--- src/design/bsl_pkg.sv ---
`timescale 1ns / 1ps

package bsl_pkg;

	localparam int NUMBER_BITS = 32;
	localparam int POS_W = 16;
	localparam int LEN_W = 16;
	localparam int KW_COUNT = 6;
	localparam int FIFO_DEPTH = 4;
	localparam int FIFO_PTR_W = $clog2(FIFO_DEPTH);
	localparam int FIFO_CNT_W = $clog2(FIFO_DEPTH + 1);

	typedef enum logic [1:0] {
		MODE_IDLE   = 2'd0,
		MODE_IDENT  = 2'd1,
		MODE_NUMBER = 2'd2,
		MODE_EQ     = 2'd3
	} scan_mode_t;

	typedef enum logic [4:0] {
		TK_EOF     = 5'd0,
		TK_IDENT   = 5'd1,
		TK_NUMBER  = 5'd2,
		TK_LET     = 5'd3,
		TK_IF      = 5'd4,
		TK_ELSE    = 5'd5,
		TK_WHILE   = 5'd6,
		TK_PRINT   = 5'd7,
		TK_DO      = 5'd8,
		TK_EQEQ    = 5'd9,
		TK_PLUS    = 5'd10,
		TK_MINUS   = 5'd11,
		TK_STAR    = 5'd12,
		TK_SLASH   = 5'd13,
		TK_ASSIGN  = 5'd14,
		TK_LT      = 5'd15,
		TK_GT      = 5'd16,
		TK_LPAREN  = 5'd17,
		TK_RPAREN  = 5'd18,
		TK_LBRACE  = 5'd19,
		TK_RBRACE  = 5'd20,
		TK_SEMI    = 5'd21,
		TK_UNKNOWN = 5'd22
	} token_kind_t;

	typedef struct packed {
		token_kind_t             kind;
		logic [NUMBER_BITS-1:0]  value;
		logic                    saturated;
		logic [POS_W-1:0]        start;
		logic [LEN_W-1:0]        length;
		logic                    last;
	} token_t;

	localparam logic [7:0] CH_UNDERSCORE = 8'h5F;
	localparam logic [7:0] CH_EQUALS     = 8'h3D;
	localparam logic [7:0] CH_ZERO       = 8'h30;

	// Length of each keyword, in the order of the candidate mask.
	function automatic logic [2:0] kw_len(input int k);
		logic [2:0] len;
		unique case (k)
			0: len = 3'd3;
			1: len = 3'd2;
			2: len = 3'd4;
			3: len = 3'd5;
			4: len = 3'd5;
			default: len = 3'd2;
		endcase
		return len;
	endfunction

	// Character of keyword k at index idx; unused places hold zero.
	function automatic logic [7:0] kw_char(input int k, input logic [2:0] idx);
		logic [39:0] text;
		logic [7:0] ch;
		unique case (k)
			0: text = {"let", 16'h0};
			1: text = {"if", 24'h0};
			2: text = {"else", 8'h0};
			3: text = "while";
			4: text = "print";
			default: text = {"do", 24'h0};
		endcase
		unique case (idx)
			3'd0: ch = text[39:32];
			3'd1: ch = text[31:24];
			3'd2: ch = text[23:16];
			3'd3: ch = text[15:8];
			3'd4: ch = text[7:0];
			default: ch = 8'h0;
		endcase
		return ch;
	endfunction

	function automatic token_kind_t op_kind(input logic [7:0] c);
		token_kind_t kind;
		unique case (c)
			"+": kind = TK_PLUS;
			"-": kind = TK_MINUS;
			"*": kind = TK_STAR;
			"/": kind = TK_SLASH;
			"<": kind = TK_LT;
			">": kind = TK_GT;
			"(": kind = TK_LPAREN;
			")": kind = TK_RPAREN;
			"{": kind = TK_LBRACE;
			"}": kind = TK_RBRACE;
			";": kind = TK_SEMI;
			default: kind = TK_UNKNOWN;
		endcase
		return kind;
	endfunction

endpackage

--- src/design/byte_stream_lexer.sv ---
`timescale 1ns / 1ps

// Byte stream lexer: takes one ASCII source byte per word and returns tokens
// with kind, start offset, length and, for numbers, a saturating 32-bit value.
// A byte is registered, classified against the scanner state when there is
// room, and its zero, one or two tokens are written into a four-word result
// queue. A byte is accepted in every cycle while the queue has room for two
// tokens, so input runs at one byte per cycle and is limited only by the
// output side taking one token per cycle. A token closed by a byte comes out
// before that byte's own token; "last" marks the final token of a byte. Byte 0
// ends the source: it reports eof and restarts offsets at zero.
module byte_stream_lexer (
	input  logic                          clk,
	input  logic                          arst_n,
	input  logic                          source_valid,
	output logic                          source_stall,
	input  logic [7:0]                    source_byte,
	output logic                          token_valid,
	input  logic                          token_stall,
	output logic [4:0]                    token_kind,
	output logic [bsl_pkg::NUMBER_BITS-1:0] number_value,
	output logic                          number_saturated,
	output logic [bsl_pkg::POS_W-1:0]     token_start,
	output logic [bsl_pkg::LEN_W-1:0]     token_length,
	output logic                          last
);
	import bsl_pkg::*;

	logic                   valid_s1;
	logic [7:0]             byte_s1;

	scan_mode_t             mode_q, mode_n;
	logic [KW_COUNT-1:0]    kw_q, kw_n;
	logic [NUMBER_BITS-1:0] acc_q, acc_n;
	logic                   ovf_q, ovf_n;
	logic [POS_W-1:0]       begin_q, begin_n;
	logic [LEN_W-1:0]       count_q, count_n;
	logic [POS_W-1:0]       pos_q, pos_n;

	token_t                 fifo_q [FIFO_DEPTH];
	logic [FIFO_PTR_W-1:0]  wptr_q, rptr_q;
	logic [FIFO_CNT_W-1:0]  fcount_q;

	logic                   room;
	logic                   process;
	logic                   pop;
	logic [1:0]             n_res;
	token_t                 res0, res1;

	logic                   c_alpha, c_digit, c_space, c_idchar;
	logic [3:0]             digit;
	logic [NUMBER_BITS+3:0] acc_x10;
	logic [NUMBER_BITS+3:0] acc_next_wide;
	logic [LEN_W-1:0]       count_inc;
	logic [KW_COUNT-1:0]    kw_cont, kw_first;
	token_kind_t            ident_kind;

	assign room         = fcount_q <= FIFO_CNT_W'(FIFO_DEPTH - 2);
	assign process      = valid_s1 && room;
	assign source_stall = valid_s1 && !room;
	assign token_valid  = fcount_q != '0;
	assign pop          = token_valid && !token_stall;

	always_ff @(posedge clk or negedge arst_n) begin
		if (!arst_n) begin
			valid_s1 <= 1'b0;
		end else if (!source_stall) begin
			valid_s1 <= source_valid;
		end
	end

	always_ff @(posedge clk) begin
		if (source_valid && !source_stall) begin
			byte_s1 <= source_byte;
		end
	end

	// Character classes of the byte under work.
	always_comb begin
		c_alpha  = (byte_s1 >= "a" && byte_s1 <= "z") || (byte_s1 >= "A" && byte_s1 <= "Z");
		c_digit  = byte_s1 >= "0" && byte_s1 <= "9";
		c_space  = byte_s1 == " " || (byte_s1 >= 8'd9 && byte_s1 <= 8'd13);
		c_idchar = c_alpha || c_digit || byte_s1 == CH_UNDERSCORE;
		digit    = 4'(byte_s1 - CH_ZERO);
	end

	// acc * 10 + d, computed wide; it saturates when it no longer fits.
	assign acc_x10       = {1'b0, acc_q, 3'b000} + {3'b000, acc_q, 1'b0};
	assign acc_next_wide = acc_x10 + (NUMBER_BITS + 4)'(digit);
	assign count_inc     = (count_q == '1) ? count_q : count_q + 1'b1;

	// Keyword candidates that survive this character, and the fresh mask for
	// the first character of an identifier.
	always_comb begin
		for (int k = 0; k < KW_COUNT; k++) begin
			kw_cont[k]  = kw_q[k] && (count_q < LEN_W'(kw_len(k)))
				&& (kw_char(k, count_q[2:0]) == byte_s1);
			kw_first[k] = kw_char(k, 3'd0) == byte_s1;
		end
	end

	always_comb begin
		ident_kind = TK_IDENT;
		for (int k = KW_COUNT - 1; k >= 0; k--) begin
			if (kw_q[k] && count_q == LEN_W'(kw_len(k))) begin
				ident_kind = token_kind_t'(5'(int'(TK_LET) + k));
			end
		end
	end

	always_comb begin
		token_t pend;
		token_t own;
		logic   has_pend;
		logic   has_own;
		logic   consumed;

		mode_n   = mode_q;
		kw_n     = kw_q;
		acc_n    = acc_q;
		ovf_n    = ovf_q;
		begin_n  = begin_q;
		count_n  = count_q;
		pos_n    = (byte_s1 == 8'h00) ? '0 : pos_q + 1'b1;

		pend     = '{kind: TK_IDENT, value: '0, saturated: 1'b0, start: begin_q,
			length: count_q, last: 1'b0};
		own      = '{kind: TK_EOF, value: '0, saturated: 1'b0, start: pos_q,
			length: LEN_W'(1), last: 1'b0};
		has_pend = 1'b0;
		has_own  = 1'b0;
		consumed = 1'b0;

		unique case (mode_q)
			MODE_IDENT: begin
				if (c_idchar) begin
					kw_n     = kw_cont;
					count_n  = count_inc;
					consumed = 1'b1;
				end else begin
					pend.kind = ident_kind;
					has_pend  = 1'b1;
					mode_n    = MODE_IDLE;
				end
			end
			MODE_NUMBER: begin
				if (c_digit) begin
					if (acc_next_wide[NUMBER_BITS+3:NUMBER_BITS] != '0) begin
						acc_n = '1;
						ovf_n = 1'b1;
					end else begin
						acc_n = acc_next_wide[NUMBER_BITS-1:0];
					end
					count_n  = count_inc;
					consumed = 1'b1;
				end else begin
					pend.kind      = TK_NUMBER;
					pend.value     = acc_q;
					pend.saturated = ovf_q;
					has_pend       = 1'b1;
					mode_n         = MODE_IDLE;
				end
			end
			MODE_EQ: begin
				mode_n   = MODE_IDLE;
				has_pend = 1'b1;
				if (byte_s1 == CH_EQUALS) begin
					pend.kind   = TK_EQEQ;
					pend.length = LEN_W'(2);
					consumed    = 1'b1;
				end else begin
					pend.kind   = TK_ASSIGN;
					pend.length = LEN_W'(1);
				end
			end
			default: begin
			end
		endcase

		if (!consumed) begin
			priority if (byte_s1 == 8'h00) begin
				own.kind   = TK_EOF;
				own.length = '0;
				has_own    = 1'b1;
			end else if (c_space) begin
			end else if (c_alpha || byte_s1 == CH_UNDERSCORE) begin
				mode_n  = MODE_IDENT;
				begin_n = pos_q;
				kw_n    = kw_first;
				count_n = LEN_W'(1);
			end else if (c_digit) begin
				mode_n  = MODE_NUMBER;
				begin_n = pos_q;
				count_n = LEN_W'(1);
				ovf_n   = 1'b0;
				acc_n   = NUMBER_BITS'(digit);
			end else if (byte_s1 == CH_EQUALS) begin
				mode_n  = MODE_EQ;
				begin_n = pos_q;
				count_n = LEN_W'(1);
			end else begin
				own.kind = op_kind(byte_s1);
				has_own  = 1'b1;
			end
		end

		if (byte_s1 == 8'h00) begin
			mode_n = MODE_IDLE;
		end

		// The pending token goes first; the last word of the byte is flagged.
		if (has_pend) begin
			res0      = pend;
			res1      = own;
			res0.last = !has_own;
			res1.last = 1'b1;
		end else begin
			res0      = own;
			res1      = own;
			res0.last = 1'b1;
			res1.last = 1'b1;
		end
		n_res = 2'(has_pend) + 2'(has_own);
	end

	always_ff @(posedge clk or negedge arst_n) begin
		if (!arst_n) begin
			mode_q  <= MODE_IDLE;
			kw_q    <= '0;
			acc_q   <= '0;
			ovf_q   <= 1'b0;
			begin_q <= '0;
			count_q <= '0;
			pos_q   <= '0;
		end else if (process) begin
			mode_q  <= mode_n;
			kw_q    <= kw_n;
			acc_q   <= acc_n;
			ovf_q   <= ovf_n;
			begin_q <= begin_n;
			count_q <= count_n;
			pos_q   <= pos_n;
		end
	end

	always_ff @(posedge clk or negedge arst_n) begin
		if (!arst_n) begin
			wptr_q   <= '0;
			rptr_q   <= '0;
			fcount_q <= '0;
		end else begin
			if (process) begin
				wptr_q <= wptr_q + FIFO_PTR_W'(n_res);
			end
			if (pop) begin
				rptr_q <= rptr_q + 1'b1;
			end
			fcount_q <= fcount_q + (process ? FIFO_CNT_W'(n_res) : '0)
				- FIFO_CNT_W'(pop);
		end
	end

	always_ff @(posedge clk) begin
		if (process && n_res != 2'd0) begin
			fifo_q[wptr_q] <= res0;
		end
		if (process && n_res == 2'd2) begin
			fifo_q[wptr_q + 1'b1] <= res1;
		end
	end

	assign token_kind       = fifo_q[rptr_q].kind;
	assign number_value     = fifo_q[rptr_q].value;
	assign number_saturated = fifo_q[rptr_q].saturated;
	assign token_start      = fifo_q[rptr_q].start;
	assign token_length     = fifo_q[rptr_q].length;
	assign last             = fifo_q[rptr_q].last;

	a_fifo_bound: assert property (@(posedge clk) disable iff (!arst_n)
		fcount_q <= FIFO_CNT_W'(FIFO_DEPTH))
		else $error("result queue overfilled");

	a_eof_restart: assert property (@(posedge clk) disable iff (!arst_n)
		(process && byte_s1 == 8'h00) |=> (pos_q == '0 && mode_q == MODE_IDLE))
		else $error("end of source did not restart the scanner");

	a_idle_single: assert property (@(posedge clk) disable iff (!arst_n)
		(process && mode_q == MODE_IDLE) |-> n_res <= 2'd1)
		else $error("two tokens from a byte with nothing pending");

	a_no_pop_empty: assert property (@(posedge clk) disable iff (!arst_n)
		(fcount_q == '0) |=> (rptr_q == $past(rptr_q)))
		else $error("read pointer moved on an empty queue");

endmodule
--- config.mk ---
export PLATFORM = sky130hd
export DESIGN_NAME = byte_stream_lexer
export DESIGN_NICKNAME = d
export VERILOG_FILES = /design/src/design/bsl_pkg.sv /design/src/design/byte_stream_lexer.sv
export SDC_FILE = /design/constraint.sdc
export NUM_CORES = 1
export LEC_CHECK = 0
export BUFFER_PORTS_ARGS = -buffer_cell sky130_fd_sc_hd__buf_2
export CAP_MARGIN = 15
export CORE_ASPECT_RATIO = 0.7
export CORE_MARGIN = 4
export CORE_UTILIZATION = 65
export CTS_BUF_LIST = sky130_fd_sc_hd__clkbuf_16
export CTS_CLUSTER_SIZE = 25
export DETAILED_ROUTE_END_ITERATION = 8
export PLACE_DENSITY = 0.83
export SYNTH_ARGS = -nofsm -noshare
export SYNTH_HDL_FRONTEND = slang
export SYNTH_SLANG_ARGS = --single-unit
--- constraint.sdc ---
create_clock -name clk -period 7.85 [get_ports clk]
set_input_delay 0 -clock clk [delete_from_list [all_inputs] [get_ports clk]]
set_output_delay 0 -clock clk [all_outputs]
set_load 0.05 [all_outputs]
==> metrics.csv <==
stage,metric,value,unit
clock_tree,clkSlewWorstSetupHoldPaths,0.06,ns
clock_tree,clock-root-buffer,clkbuf_16,
critical_path,rr_worst_depth,10,
sta,fin_skew,0.0229,ns
critical_path,cpPeakStageDelay,0.93,ns
sta,finalCriticalPeriod,5.53,ns
sta,slew_violations,0,
global_route,grt.total_usage,33.4,%
power,power,6.39,mW
clock_tree,cts_hold_buf,11,
power,leakagePower,8.87,nW
floorplanning,num_io_pins,85,
synth,async_reset_ff_share,24.9,%
floorplanning,core,30400,um^2
clock_tree,h-tree-depth,2,
critical_path,r2r_end,fifo_q[0][30],
critical_path,endpoint_kind,flip-flop,
synth,syn_nets,1986,
clock_tree,numCtsBuffers,37,
drt,drt_drc_violations_left,0,
clock_tree,post-cts-setup-buffer-count,0,
final_layout,layout_common_cells,"257 x a22o_1, 196 x dfxtp_1, 128 x nand2_1, 120 x a21oi_1, 96 x edfxtp_1",
final_layout,layout.nets,1990,
power,power_density,289,nW/um^2
critical_path,worstSetupStartpointType,flip-flop,
drt,wl_per_cell,24.7,um
floorplanning,placementRows,53,
global_route,grt_first_pass_wirelength,90.9,mm
place,io_buffers,84,
place,place_congestion,0.975,
synth,synth-seq-area-share,45.3,%
place,post-dp-hpwl,38.0,mm
sta,finalSetupViolCount,0,
clock_tree,tritoncts,built,
synth,syn_inst,1891,
drt,vias_per_cell,7.14,
sta,relSlewSlack,29.7,%
drt,ant_nets,0,
critical_path,criticalPathCategory,flip-flop to flip-flop,
flow_run,cap_violations,0,
global_route,grt_pass1_vias,16100,
synth,ys_seq_elements,389,
final_layout,n_antenna_cell,0,
critical_path,cp_slowest_cell,edfxtp_1,
global_route,antenna_found_initial,1,
sta,hold_violations,0,
floorplanning,start_util,66.9,%
final_layout,drive_gt1_share,15.7,%
drt,wirelength,57.7,mm
synth,synth_edf_count,96,
drt,vias,16700,
global_route,grt_max_degree,53,
sta,period_share,70.5,%
clock_tree,clk_path_buf_depth,3,
floorplanning,fp.dieH,156,um
critical_path,r2r_start,byte_s1[2],
clock_tree,worstSkewPairLatency,0.56,ns
critical_path,worst_ep_arrival_time,5.70,ns
synth,ys.flop_type,dfxtp_1,
clock_tree,cts_sinks,389,
sta,worst_pin_slew,1.05,ns
critical_path,worstPathCellList,inv_1 > a311oi_2 > o31ai_4 > a311o_1 > nor2_1 > inv_1 > ha_1 > or4_1 > and2_2 > inv_1,
global_route,grt-ovfl-total,0,
final_layout,final_common_cell,a22o_1,
critical_path,critPathRequiredTime,8.02,ns
floorplanning,dieArea,34300,um^2
sta,max_freq,181,MHz
floorplanning,die_w,220,um
drt,drtIter0Drc,2479,
power,ir_worst_vdd,0.322,mV
synth,ys_types,93,
critical_path,worstPathMaxFanout,25,
final_layout,syn_to_final_growth,8.70,%
critical_path,ff2ff_setup_slack,2.32,ns
critical_path,crit_path_frequent_cell,inv_1,
sta,rsz0062_at_grt,no,
synth,netlist_area,20400,um^2
drt,drtPass1Iterations,7,
synth,yosysWarnings,0,
critical_path,worst-path-buf-inv,3,
synth,synthesis.area_per_instance,10.8,um^2
sta,final.setup.tns,0,ns
run_status,run_status,finished clean,
worst_hold_path,hp-class,input pin to async pin,
critical_path,critPathTopFamily,simple AND/OR/NAND/NOR gates,
sta,fin_hold_ws,0.0428,ns
clock_tree,cts-resized-gates,0,
-- cells in the mapped netlist (all sizes together), types with 23 or more instances --
cell type	n	area (um^2)
a21oi	122	626
a22o	257	2250
a32oi	27	236
buf	53	278
clkbuf	108	407
dfrtp	97	2430
dfxtp	196	3920
edfxtp	96	2880
ha	80	1000
inv	42	158
mux4	71	1600
nand2	129	492
nand3	36	180
nand4	25	156
nor2	103	427
nor3	33	188
o21ai	90	458
o22ai	23	144
xnor2	24	210
xor2	24	210
-- logic make-up after synthesis --
| group | count (synthesis) | share of synthesized area [%] |
|---|---|---|
| multiplexers | 94 | 9.28 |
| buffers and inverters | 203 | 4.13 |
| flip-flops | 389 | 45.3 |
| AO/OA/AOI/OAI | 646 | 23.4 |
| AND/OR/NAND/NOR | 428 | 10.6 |
| XOR/XNOR | 48 | 2.06 |
| adder cells (fa/ha/maj) | 83 | 5.21 |
-- how the worst max path moves through the flow --
stage | to | depth (start not counted) | slack [ns] | start
final | fifo_q[0][30] | 10 | 2.32 | byte_s1[2]
after global routing | fifo_q[0][30] | 10 | 2.05 | byte_s1[2]
after CTS | fifo_q[0][30] | 10 | 2.53 | byte_s1[2]
after detailed placement | fifo_q[0][29] | 10 | 2.54 | byte_s1[2]
after global placement | fifo_q[0][29] | 10 | 2.72 | byte_s1[2]
after floorplan | fifo_q[0][17] | 14 | 3.64 | byte_s1[1]
-- where the power goes --
group	switching [mW]	internal, mW
clock	0.792	0.904
combinational	1.48	0.699
sequential	0.263	2.26
-- flip-flops by register name, summed over array words and instances, names as in the netlist, named ones only --
signal    flops
byte_s1       8
rptr_q        2
valid_s1      1
kw_q          6
begin_q      16
wptr_q        2
fifo_q      284
acc_q        28
pos_q        16
fcount_q      3
count_q      16
ovf_q         1
mode_q        2
-- per-stage QoR --
stage | util [%] | worst slack (ns) | cells | area [um^2]
detailed placement | 68.7 | 2.54 | 2255 | 20900
floorplan | - | 3.64 | 1891 | 20400
finish | 72.7 | 2.32 | 2336 | 22100
global route | 72.7 | 2.05 | 2336 | 22100
global placement | 68.7 | 2.72 | 2255 | 20900
CTS | 72.7 | 2.53 | 2334 | 22100
-- routing by layer --
layer  global-route usage [%]  routed length, um  vias to the layer above
met3                     8.43               7370                      146
met4                     10.8               1550                        2
li1                         -                  -                     7311
met1                     50.1              24600                     8104
met2                     48.1              24200                     1126
met5                        0                 11                        -
-- layout make-up --
cell class	instances	area, um^2
Multi-Input combinational cell	1299	10300
Sequential cell	389	9240
Fill cell	2065	8300
Clock buffer	39	976
Timing Repair Buffer	126	763
Tap cell	412	515
Inverter	42	158
Clock inverter	29	141
Power figures use the tool's default switching activity.
